### src/sv/edfw_pkg.sv
// ----------------------------------------------------------------------------
// Earliest-free-worker dispatch package
// Shared field widths, defaults, the controller state type and the command
// and status bundles that join the controller to the datapath.
// ----------------------------------------------------------------------------
`timescale 1ns / 1ps

package edfw_pkg;

    // Default sizing of the worker pool and of the free-time word.
    localparam int DEF_MAX_WORKERS = 16;
    localparam int DEF_TIME_BITS   = 48;

    // Fixed field widths on the ports.
    localparam int DUR_W      = 32;
    localparam int CFG_W      = 5;
    localparam int IDX_FLD_W  = 4;
    localparam int START_FLD_W = 48;
    localparam int M_TDATA_W  = 56;
    localparam int M_PAD_W    = M_TDATA_W - IDX_FLD_W - START_FLD_W - 1;

    // Reset value of the worker count register.
    localparam logic [CFG_W-1:0] NUM_WORKERS_RST = CFG_W'(1);

    // Controller states.
    typedef enum logic [2:0] {
        ST_CLEAR,
        ST_IDLE,
        ST_SCAN,
        ST_LAST,
        ST_UPDATE,
        ST_HOLD
    } edfw_state_t;

    // Commands from the controller to the datapath.
    typedef struct packed {
        logic clear_wr;   // write zero at the scan address
        logic load_item;  // capture the job and restart the address counter
        logic addr_inc;   // advance the address counter
        logic rd_en;      // read the free time at the scan address
        logic update;     // write back the chosen worker's new free time
        logic load_out;   // load the result into the output register
    } edfw_cmd_t;

    // Status from the datapath to the controller.
    typedef struct packed {
        logic clear_end;  // address counter is on the last entry of the store
        logic scan_end;   // address counter is on the last active worker
        logic out_free;   // output register can take a result this cycle
    } edfw_status_t;

endpackage

### src/sv/edfw_ram.sv
// ----------------------------------------------------------------------------
// Generic RAM
// One write port and one read port with a registered read.
// ----------------------------------------------------------------------------
`timescale 1ns / 1ps

module edfw_ram #(
    parameter int WIDTH = 48,
    parameter int DEPTH = 16,
    parameter int ADDR_W = (DEPTH > 1) ? $clog2(DEPTH) : 1
) (
    input  logic              aclk,
    input  logic              wr_en,
    input  logic [ADDR_W-1:0] wr_addr,
    input  logic [WIDTH-1:0]  wr_data,
    input  logic              rd_en,
    input  logic [ADDR_W-1:0] rd_addr,
    output logic [WIDTH-1:0]  rd_data
);

    logic [WIDTH-1:0] mem_reg [DEPTH];
    logic [WIDTH-1:0] rd_data_reg;

    // Write port and registered read port.
    always_ff @(posedge aclk) begin
        if (wr_en) begin
            mem_reg[wr_addr] <= wr_data;
        end
        if (rd_en) begin
            rd_data_reg <= mem_reg[rd_addr];
        end
    end

    assign rd_data = rd_data_reg;

endmodule

### src/sv/edfw_dp.sv
// ----------------------------------------------------------------------------
// Earliest-free-worker dispatch datapath
// Holds the worker count, the free-time store, the running minimum of the
// scan, the saturating update and the output register.
// ----------------------------------------------------------------------------
`timescale 1ns / 1ps

module edfw_dp #(
    parameter int MAX_WORKERS = edfw_pkg::DEF_MAX_WORKERS,
    parameter int TIME_BITS   = edfw_pkg::DEF_TIME_BITS
) (
    input  logic                           aclk,
    input  logic                           aresetn,
    input  edfw_pkg::edfw_cmd_t            cmd,
    output edfw_pkg::edfw_status_t         status,
    input  logic                           cfg_valid,
    input  logic [edfw_pkg::CFG_W-1:0]     cfg_data,
    input  logic [edfw_pkg::DUR_W-1:0]     s_tdata,
    output logic                           m_tvalid,
    input  logic                           m_tready,
    output logic [edfw_pkg::M_TDATA_W-1:0] m_tdata
);

    import edfw_pkg::*;

    localparam int IDX_W   = (MAX_WORKERS > 1) ? $clog2(MAX_WORKERS) : 1;
    localparam int SUM_W   = ((TIME_BITS > DUR_W) ? TIME_BITS : DUR_W) + 1;
    localparam int START_W = (TIME_BITS > START_FLD_W) ? TIME_BITS : START_FLD_W;
    localparam int IDXO_W  = (IDX_W > IDX_FLD_W) ? IDX_W : IDX_FLD_W;

    logic [CFG_W-1:0]       num_workers_reg;
    logic [DUR_W-1:0]       dur_reg;
    logic [IDX_W-1:0]       addr_reg;
    logic                   rd_vld_reg;
    logic [IDX_W-1:0]       rd_idx_reg;
    logic [IDX_W-1:0]       best_idx_reg;
    logic [TIME_BITS-1:0]   best_time_reg;
    logic                   m_valid_reg;
    logic [IDX_FLD_W-1:0]   idx_out_reg;
    logic [START_FLD_W-1:0] start_out_reg;
    logic                   ovf_out_reg;

    logic [IDX_W-1:0]       last_idx;
    logic [TIME_BITS-1:0]   rd_data;
    logic                   take;
    logic [SUM_W-1:0]       sum;
    logic                   ovf;
    logic [TIME_BITS-1:0]   new_time;
    logic [START_W-1:0]     start_wide;
    logic [IDXO_W-1:0]      idx_wide;
    logic                   wr_en;
    logic [IDX_W-1:0]       wr_addr;
    logic [TIME_BITS-1:0]   wr_data;

    // Worker count register; written whenever the configuration channel
    // offers a transfer.
    always_ff @(posedge aclk) begin
        if (!aresetn) begin
            num_workers_reg <= NUM_WORKERS_RST;
        end else if (cfg_valid) begin
            num_workers_reg <= cfg_data;
        end
    end

    // Index of the last active worker: a count of zero acts as one worker and
    // a count above the pool size acts as the full pool.
    always_comb begin
        if (num_workers_reg == '0) begin
            last_idx = '0;
        end else if (32'(num_workers_reg) > 32'(MAX_WORKERS)) begin
            last_idx = IDX_W'(MAX_WORKERS - 1);
        end else begin
            last_idx = IDX_W'(num_workers_reg - CFG_W'(1));
        end
    end

    // Address counter shared by the clearing pass and the scan.
    always_ff @(posedge aclk) begin
        if (!aresetn) begin
            addr_reg <= '0;
        end else if (cmd.load_item) begin
            addr_reg <= '0;
        end else if (cmd.addr_inc) begin
            addr_reg <= addr_reg + IDX_W'(1);
        end
    end

    // Job capture.
    always_ff @(posedge aclk) begin
        if (cmd.load_item) begin
            dur_reg <= s_tdata;
        end
    end

    // Read tracking: which worker the read data belongs to.
    always_ff @(posedge aclk) begin
        if (!aresetn) begin
            rd_vld_reg <= 1'b0;
        end else begin
            rd_vld_reg <= cmd.rd_en;
        end
    end

    always_ff @(posedge aclk) begin
        if (cmd.rd_en) begin
            rd_idx_reg <= addr_reg;
        end
    end

    // Running minimum; a strict compare keeps the lowest index on a tie.
    assign take = rd_vld_reg && ((rd_idx_reg == '0) || (rd_data < best_time_reg));

    always_ff @(posedge aclk) begin
        if (take) begin
            best_idx_reg  <= rd_idx_reg;
            best_time_reg <= rd_data;
        end
    end

    // Saturating update of the chosen worker's free time.
    assign sum      = SUM_W'(best_time_reg) + SUM_W'(dur_reg);
    assign ovf      = |sum[SUM_W-1:TIME_BITS];
    assign new_time = ovf ? '1 : sum[TIME_BITS-1:0];

    // Free-time store port selection.
    assign wr_en   = cmd.clear_wr || cmd.update;
    assign wr_addr = cmd.update ? best_idx_reg : addr_reg;
    assign wr_data = cmd.update ? new_time : '0;

    edfw_ram #(
        .WIDTH (TIME_BITS),
        .DEPTH (MAX_WORKERS)
    ) u_ram (
        .aclk    (aclk),
        .wr_en   (wr_en),
        .wr_addr (wr_addr),
        .wr_data (wr_data),
        .rd_en   (cmd.rd_en),
        .rd_addr (addr_reg),
        .rd_data (rd_data)
    );

    // Result fields at their port widths.
    assign start_wide = START_W'(best_time_reg);
    assign idx_wide   = IDXO_W'(best_idx_reg);

    // Output register: valid is cleared by a transfer unless a new result
    // replaces it in the same cycle.
    always_ff @(posedge aclk) begin
        if (!aresetn) begin
            m_valid_reg <= 1'b0;
        end else if (cmd.load_out) begin
            m_valid_reg <= 1'b1;
        end else if (m_tready) begin
            m_valid_reg <= 1'b0;
        end
    end

    always_ff @(posedge aclk) begin
        if (cmd.load_out) begin
            idx_out_reg   <= idx_wide[IDX_FLD_W-1:0];
            start_out_reg <= start_wide[START_FLD_W-1:0];
            ovf_out_reg   <= ovf;
        end
    end

    assign m_tvalid = m_valid_reg;
    assign m_tdata  = {M_PAD_W'(0), ovf_out_reg, start_out_reg, idx_out_reg};

    // Status to the controller.
    assign status.clear_end = (addr_reg == IDX_W'(MAX_WORKERS - 1));
    assign status.scan_end  = (addr_reg == last_idx);
    assign status.out_free  = !m_valid_reg || m_tready;

endmodule

### src/sv/edfw_ctrl.sv
// ----------------------------------------------------------------------------
// Earliest-free-worker dispatch controller
// Sequences the clearing pass, the scan over the active workers, the
// write-back and the hand-off of each result to the output register.
// ----------------------------------------------------------------------------
`timescale 1ns / 1ps

module edfw_ctrl (
    input  logic                   aclk,
    input  logic                   aresetn,
    input  logic                   s_tvalid,
    output logic                   s_tready,
    input  edfw_pkg::edfw_status_t status,
    output edfw_pkg::edfw_cmd_t    cmd
);

    import edfw_pkg::*;

    edfw_state_t state_reg;
    edfw_state_t state_next;

    // State register; reset starts the clearing pass.
    always_ff @(posedge aclk) begin
        if (!aresetn) begin
            state_reg <= ST_CLEAR;
        end else begin
            state_reg <= state_next;
        end
    end

    // Next-state logic.
    always_comb begin
        state_next = state_reg;
        unique case (state_reg)
            ST_CLEAR: begin
                if (status.clear_end) begin
                    state_next = ST_IDLE;
                end
            end
            ST_IDLE: begin
                if (s_tvalid) begin
                    state_next = ST_SCAN;
                end
            end
            ST_SCAN: begin
                if (status.scan_end) begin
                    state_next = ST_LAST;
                end
            end
            ST_LAST: begin
                state_next = ST_UPDATE;
            end
            ST_UPDATE: begin
                state_next = status.out_free ? ST_IDLE : ST_HOLD;
            end
            ST_HOLD: begin
                if (status.out_free) begin
                    state_next = ST_IDLE;
                end
            end
            default: begin
                state_next = ST_CLEAR;
            end
        endcase
    end

    // Output logic.
    always_comb begin
        cmd      = '0;
        s_tready = 1'b0;
        unique case (state_reg)
            ST_CLEAR: begin
                cmd.clear_wr = 1'b1;
                cmd.addr_inc = 1'b1;
            end
            ST_IDLE: begin
                s_tready      = 1'b1;
                cmd.load_item = s_tvalid;
            end
            ST_SCAN: begin
                cmd.rd_en    = 1'b1;
                cmd.addr_inc = 1'b1;
            end
            ST_LAST: begin
                cmd = '0;
            end
            ST_UPDATE: begin
                cmd.update   = 1'b1;
                cmd.load_out = status.out_free;
            end
            ST_HOLD: begin
                cmd.load_out = status.out_free;
            end
            default: begin
                cmd = '0;
            end
        endcase
    end

endmodule

### src/sv/earliest_free_worker_dispatch.sv
// ----------------------------------------------------------------------------
// Earliest-free-worker dispatch
// Each job scans the N active workers, where N is the active worker count,
// reading one free time per cycle from the RAM; a new job is taken only once
// the previous result has been loaded into the output register.
// Reset: a clearing pass zeroes all MAX_WORKERS free times; no job
// is taken meanwhile, configuration writes are.
// ----------------------------------------------------------------------------
`timescale 1ns / 1ps

module earliest_free_worker_dispatch #(
    parameter int MAX_WORKERS = edfw_pkg::DEF_MAX_WORKERS,
    parameter int TIME_BITS   = edfw_pkg::DEF_TIME_BITS
) (
    input  logic                           aclk,
    input  logic                           aresetn,
    // Configuration: num_workers[4:0]
    input  logic                           cfg_valid,
    output logic                           cfg_ready,
    input  logic [edfw_pkg::CFG_W-1:0]     cfg_data,
    // Input tdata: duration[31:0]
    input  logic                           s_tvalid,
    output logic                           s_tready,
    input  logic [edfw_pkg::DUR_W-1:0]     s_tdata,
    // Output tdata: worker_index[3:0], start_time[51:4], overflow[52], zero[55:53]
    output logic                           m_tvalid,
    input  logic                           m_tready,
    output logic [edfw_pkg::M_TDATA_W-1:0] m_tdata
);

    import edfw_pkg::*;

    edfw_cmd_t    cmd;
    edfw_status_t status;

    // The worker count register takes a write in any cycle.
    assign cfg_ready = 1'b1;

    edfw_ctrl u_ctrl (
        .aclk     (aclk),
        .aresetn  (aresetn),
        .s_tvalid (s_tvalid),
        .s_tready (s_tready),
        .status   (status),
        .cmd      (cmd)
    );

    edfw_dp #(
        .MAX_WORKERS (MAX_WORKERS),
        .TIME_BITS   (TIME_BITS)
    ) u_dp (
        .aclk      (aclk),
        .aresetn   (aresetn),
        .cmd       (cmd),
        .status    (status),
        .cfg_valid (cfg_valid),
        .cfg_data  (cfg_data),
        .s_tdata   (s_tdata),
        .m_tvalid  (m_tvalid),
        .m_tready  (m_tready),
        .m_tdata   (m_tdata)
    );

endmodule

### config.mk
export PLATFORM = sky130hd
export DESIGN_NAME = earliest_free_worker_dispatch
export DESIGN_NICKNAME = d
export VERILOG_FILES = /design/src/sv/edfw_pkg.sv /design/src/sv/edfw_ram.sv /design/src/sv/edfw_dp.sv /design/src/sv/edfw_ctrl.sv /design/src/sv/earliest_free_worker_dispatch.sv
export SDC_FILE = /design/constraint.sdc
export NUM_CORES = 1
export LEC_CHECK = 0
export CAP_MARGIN = 10
export CORE_MARGIN = 2
export CORE_UTILIZATION = 42
export DETAILED_ROUTE_END_ITERATION = 10
export DONT_BUFFER_PORTS = 1
export PLACE_DENSITY_LB_ADDON = 0.3
export SETUP_SLACK_MARGIN = 0.02
export SYNTH_ARGS = -nofsm -noshare
export SYNTH_HDL_FRONTEND = slang
export SYNTH_HIERARCHICAL = 1
export SYNTH_SLANG_ARGS = --single-unit
export TNS_END_PERCENT = 50
### constraint.sdc
create_clock -name aclk -period 6.2 [get_ports aclk]
set_input_delay 1.24 -clock aclk [delete_from_list [all_inputs] [get_ports aclk]]
set_output_delay 1.24 -clock aclk [all_outputs]
set_load 0.02 [all_outputs]
Yosys cells after proc, flatten, opt, wreduce, memory -nomap -nowiden. Memory sizes are Yosys's and may differ from the RTL's. A register that Yosys moved wholly into a read port is not among the register bits. Index checks and enable logic that the tools add are counted. W data, S select, Z words.

Memory bits (writable): 768. Output and inout port bits: 59. Input bits: 42. Memories: 1. Bits in registers: 155. Logic and storage cells: 65.

Memory list: u_dp.u_ram.mem_reg (words 16, width 48, rd ports 1, clocked after Yosys merged registers in 1, write ports 1, RTL line edfw_ram.sv:21) `logic [WIDTH-1:0] mem_reg [DEPTH];`.

Magnitude comparators: 2. Mux-type cells: 22. Bitwise logic cells: 1. Add/sub/neg operators: 3. Reduce and logical (&&, ||, !) cells: 13. Equal/unequal tests: 11.

Operators by type and width (count): $mux W48 (2); $add A48 B32 Y49 (1); $lt A48 B48 Y1 (1); $pmux W3 S6 (1); $mux W3 (5); $mux W4 (3); $mux W1 (11); $eq A3 B2 Y1 const B (2); $eq A3 B3 Y1 const B (2); $ne A2 B2 Y1 const B (3); $reduce_or A2 Y1 (3); $gt A5 B5 Y1 const B (1); $logic_not A5 Y1 (1); $add A4 B1 Y4 const B (1); $eq A4 B4 Y1 (1); $eq A4 B4 Y1 const B (1); $logic_not A4 Y1 (1); $reduce_and A4 Y1 (1); $sub A4 B1 Y4 const B (1); $eq A3 B1 Y1 const B (1); $logic_not A3 Y1 (1); $logic_or A1 B1 Y1 (3); $ne A2 B1 Y1 const B (1); $reduce_bool A2 Y1 (1); 3 further kinds (3).

Depth between registers and ports, before layout.
Depth in word-level cells: 6. Gate-level depth with buffers: 12. Mapped depth without buffers: 11.

By module. Netlist, hierarchy kept.

Modules (own cells, without submodules): edfw_ram (cells each 1242, sequential area each 24503.5 µm², times used 1, area each 30171.4 µm²); edfw_dp (cells each 758, sequential area each 4454.3 µm², times used 1, area each 8650.8 µm²); edfw_ctrl (cells each 26, sequential area each 60.1 µm², times used 1, area each 205.2 µm²); earliest_free_worker_dispatch (cells each 2, sequential area each 0.0 µm², times used 1, area each 11.3 µm²).

Least setup slack after synthesis. No wires, ideal clock.

Path type: register to register. Start point: register u_dp.best_time_reg[41]. End point: register u_dp.best_idx_reg[0] (enable). Required time: 5.667 ns. Setup slack: 0.230 ns. Path buffers: 0. Library setup time: 0.533 ns. Arrival: 5.437 ns. Period minus slack after synthesis: 5.970 ns. Cell stages (with the launch flop): 11. Cell sequence: edfxtp_1 > inv_1 > ha_1 > a21o_1 > a21o_1 > a21o_1 > a21o_1 > a21oi_1 > o32a_1 > nand3_1 > o21ai_0.

Word-level cells in the longest chain between the ends: 3.

Ends and longest elaborated chain: from (decl) (RTL line edfw_dp.sv:37) `logic [TIME_BITS-1:0] best_time_reg;`; from (signal assigned) (RTL line edfw_dp.sv:116) `best_time_reg <= rd_data;`; $lt A48 B48 Y1 (RTL line edfw_dp.sv:111) `assign take = rd_vld_reg && ((rd_idx_reg == '0) || (rd_data < best_time_reg));`; $logic_or A1 B1 Y1 (RTL line edfw_dp.sv:111); $logic_and A1 B1 Y1 (RTL line edfw_dp.sv:111); via u_dp.take (RTL line edfw_dp.sv:45) `logic take;`; to (signal assigned) (RTL line edfw_dp.sv:115) `best_idx_reg <= rd_idx_reg;`; to (decl) (RTL line edfw_dp.sv:36) `logic [IDX_W-1:0] best_idx_reg;`.

The timed path passes the listed nets, and every way through them passes these cells. A chain may end at the register's enable or synchronous reset.

Worst setup path after layout.
Start point: register u_dp.best_time_reg[2]. End point: memory u_dp.u_ram.mem_reg[14][22], data pin.

Word-level cells in the longest chain between the ends: 3.

Ends and longest elaborated chain: $add A48 B32 Y49 (RTL line edfw_dp.sv:121) `assign sum = SUM_W'(best_time_reg) + SUM_W'(dur_reg);`; $mux W48 (RTL line edfw_dp.sv:123) `assign new_time = ovf ? '1 : sum[TIME_BITS-1:0];`; $mux W48 (RTL line edfw_dp.sv:128) `assign wr_data = cmd.update ? new_time : '0;`; via u_dp.wr_data[22] (RTL line edfw_dp.sv:53) `logic [TIME_BITS-1:0] wr_data;`; to (decl) (RTL line edfw_ram.sv:21).

The timed path passes the listed nets, and every way through them passes these cells.

==> impl_metrics.json <==
{
  "gp_congestion": 0.818,
  "drt-total-wl_um": 94700,
  "hp-start": "u_dp/rd_idx_reg[2]$_DFFE_PP_",
  "detail-route-antenna-nets": 0,
  "maxCapViolCount": 0,
  "dr_wl_met3_um": 6990,
  "drt_iter0_drc": 2233,
  "clock_path_buffers": 3,
  "portBuffers": 0,
  "relSlewSlack": 0.171,
  "critPathMostFrequentCell": "a211oi_2",
  "gr-usage-all-layers": 0.200,
  "synth_area_leader_cell": "edfxtp_1",
  "arrival_ns": 4.67,
  "cts_setup_buffers": 0,
  "cts_buffers": 98,
  "worst-path-max-fanout": 16,
  "viasPerCell": 5.81,
  "seqPwrFrac": 0.516,
  "synth.area.mux_share": 0.113,
  "synth.area.top_cells": "edfxtp_1 (74%), mux4_2 (11%), ha_1 (2.6%)",
  "synth_area_per_cell_um2": 19.2,
  "die_h_um": 309,
  "largest_reg_flops": 768,
  "design.core.area_mm2": 0.0919,
  "cts_tree": "built",
  "core.rowCount": 111,
  "pwr-share-comb": 0.043,
  "grt_pass1_wl_um": 138000,
  "fin_skew_ns": 0.0456,
  "path_clk_slew_ns": 0.06,
  "vias": 19800,
  "yosysMostFrequentCell": "edfxtp_1",
  "synth_seq_cells": 971,
  "synth_top_cell_area_share": 0.736,
  "synth_area_mm2": 0.0390,
  "cp_slowest_stage_delay_ns": 0.94,
  "path_cells": "ha_1 > a211oi_2 > o21ai_2 > a211oi_2 > o41ai_1 > a211oi_1 > or2_2 > xor2_1 > a21oi_1",
  "antenna_found_initial": 11,
  "synth_compound_area_frac": 0.0566,
  "cp.required_ns": 6.48,
  "cts_hold_buf": 0,
  "regArea_mm2": 0.0290,
  "p_clk_frac": 0.441,
  "h-tree-depth": 3,
  "yosys.area_share.simple": 0.0333,
  "power.total_mw": 14.2,
  "critPathCaptureType": "flop",
  "cts_sinks": 971,
  "synth_xor_area_frac": 0.00763,
  "post_cts_resized": 0,
  "drc_errors": 0,
  "area_growth_pct": 13.2,
  "hold_viol_final": 0,
  "tns_ns": 0,
  "fmax_mhz": 228,
  "worstMarginPinSlew_ns": 1.24,
  "cp_num_buf_inv": 0,
  "internal-power_mw": 11.3,
  "synth_top_family_by_area": "multiplexers",
  "root_buffer": "clkbuf_16",
  "io_pins": 101,
  "ys_types": 75,
  "ys_seq_area_frac": 0.743,
  "synthArstFlopShare": 0,
  "initial_core_util": 0.425,
  "dieArea_mm2": 0.0954,
  "r2r-start": "u_dp/best_time_reg[2]$_DFFE_PP_",
  "powerDensity_mw_per_mm2": 321,
  "sw_frac_of_total": 0.205,
  "ys_warn_count": 6,
  "synth_adder_area_share": 0.0270,
  "clock_latency_ns": 0.68,
  "synth_top_cells_by_count": "edfxtp_1 (957), mux4_2 (192), a22oi_1 (96)",
  "layout-drive-gt1-share": 0.204,
  "place_hpwl_um": 52400,
  "period_needed_ns": 4.38,
  "setup_violations": 0,
  "overflow": 0,
  "syn_inst": 2028,
  "dr.pass1.iters": 7,
  "slew_viol_final": 0,
  "cp-startpoint": "u_dp/best_time_reg[2]$_DFFE_PP_",
  "startpoint_type": "flop",
  "synth-edff-count": 957,
  "worstSetupPathType": "flop to flop",
  "synth_ff_type": "edfxtp_1",
  "critical_path.top_delay_family": "compound AO/OA/AOI/OAI gates",
  "ir_worst_vdd_mv": 0.307,
  "power_switching_mw": 2.90,
  "min_period_over_period": 0.707,
  "wl_met2_um": 45400,
  "grt_max_degree": 107,
  "die_w_um": 309,
  "hold_path_class": "flop to flop",
  "status": "complete, no violations",
  "nets": 2210,
  "grt_pass1_vias": 20000,
  "p_leak_nw": 13.4,
  "top_layer": "met5",
  "wl_per_cell_um": 27.7,
  "multi_input_area_mm2": 0.00945,
  "rsz0062_at_grt": "no",
  "met1_length_um": 40200,
  "crit_slowest_cell": "o41ai_1",
  "nFillCells": 7559
}
==> layout make-up <==
| class | count | area share |
|---|---|---|
| Inverter | 61 | 0.00530 |
| Clock buffer | 116 | 0.0585 |
| Timing Repair Buffer | 51 | 0.0104 |
| Antenna cell | 4 | 0.000227 |
| Tap cell | 1243 | 0.0352 |
| Sequential cell | 971 | 0.657 |
| Multi-Input combinational cell | 903 | 0.214 |
| Clock inverter | 67 | 0.0194 |
==> final timing paths <==
| kind | end | slack, ns | cells after the start |
|---|---|---|---|
| worst max-delay path | u_dp/u_ram/mem_reg[14][22]$_DFFE_PP_ | 1.82 | 9 |
| worst min-delay path | u_dp/best_idx_reg[2]$_DFFE_PP_ | 0.45 | 0 |
| worst max register to register | u_dp/u_ram/mem_reg[14][22]$_DFFE_PP_ | 1.82 | 9 |
| worst min register to register | u_dp/best_idx_reg[2]$_DFFE_PP_ | 0.45 | 0 |
==> cell usage in the layout, fill, tap and decap left out, drive strengths merged, types with 5 or more instances in the layout <==
cell,instances
o21a,5
mux2i,5
a211oi,12
nor4,7
nor2b,13
nand2b,9
a21o,39
buf,50
dfxtp,14
a21oi,74
or3,6
and3,8
a22oi,96
inv,63
xor2,19
nor2,47
o211ai,5
xnor2,15
or2,5
bufinv,18
clkbuf,117
clkinv,46
edfxtp,957
mux4,192
and2,9
ha,81
o21ai,50
nand3,19
nand4,21
a31oi,12
nor3,18
nand2,80
==> kinds of logic (layout without fill, tap and decap cells) <==
kind of cell	Yosys count	after routing
XOR/XNOR	34	34
flip-flops	971	971
buffers and inverters	156	295
AO/OA/AOI/OAI	323	323
other	2	8
adder cells (fa/ha/maj)	84	84
AND/OR/NAND/NOR	257	257
multiplexers	201	201
==> power by group through the flow <==
stage	Clock [mW]	Combinational (mW)	Sequential, mW
floorplan	0	0.463	7.45
global placement	0	0.622	7.46
detailed placement	0	0.626	7.46
CTS	6.37	0.629	7.32
global route	6.61	0.662	7.33
finish	6.26	0.617	7.32
==> worst register-to-register path, cell delays in order (launching register included) <==
cell and delay (ns):
edfxtp_1 0.43, ha_1 0.43, a211oi_2 0.12, o21ai_2 0.25
a211oi_2 0.13, o41ai_1 0.94, a211oi_1 0.31, or2_2 0.39
xor2_1 0.15, a21oi_1 0.87
==> metrics by stage <==
stage | worst slack (ns) | cell area, um2 | util | hold slack (ns) | std cells
after floorplan | 0.230 | 39000 | - | 0.417 | 2030
after global placement | 2.08 | 40700 | 0.442 | 0.431 | 3225
after detailed placement | 1.85 | 40700 | 0.442 | 0.439 | 3225
after CTS | 1.83 | 44100 | 0.480 | 0.454 | 3408
after global routing | 1.54 | 44200 | 0.480 | 0.468 | 3413
final | 1.82 | 44200 | 0.480 | 0.454 | 3416
==> metal layers <==
layer  track usage  up-vias
met4        0.0501        4
li1              -     8427
met3        0.0371      147
met2         0.317      809
met1         0.287    10500
met5             0        -
Note: power is estimated with default switching activity, not from simulation.
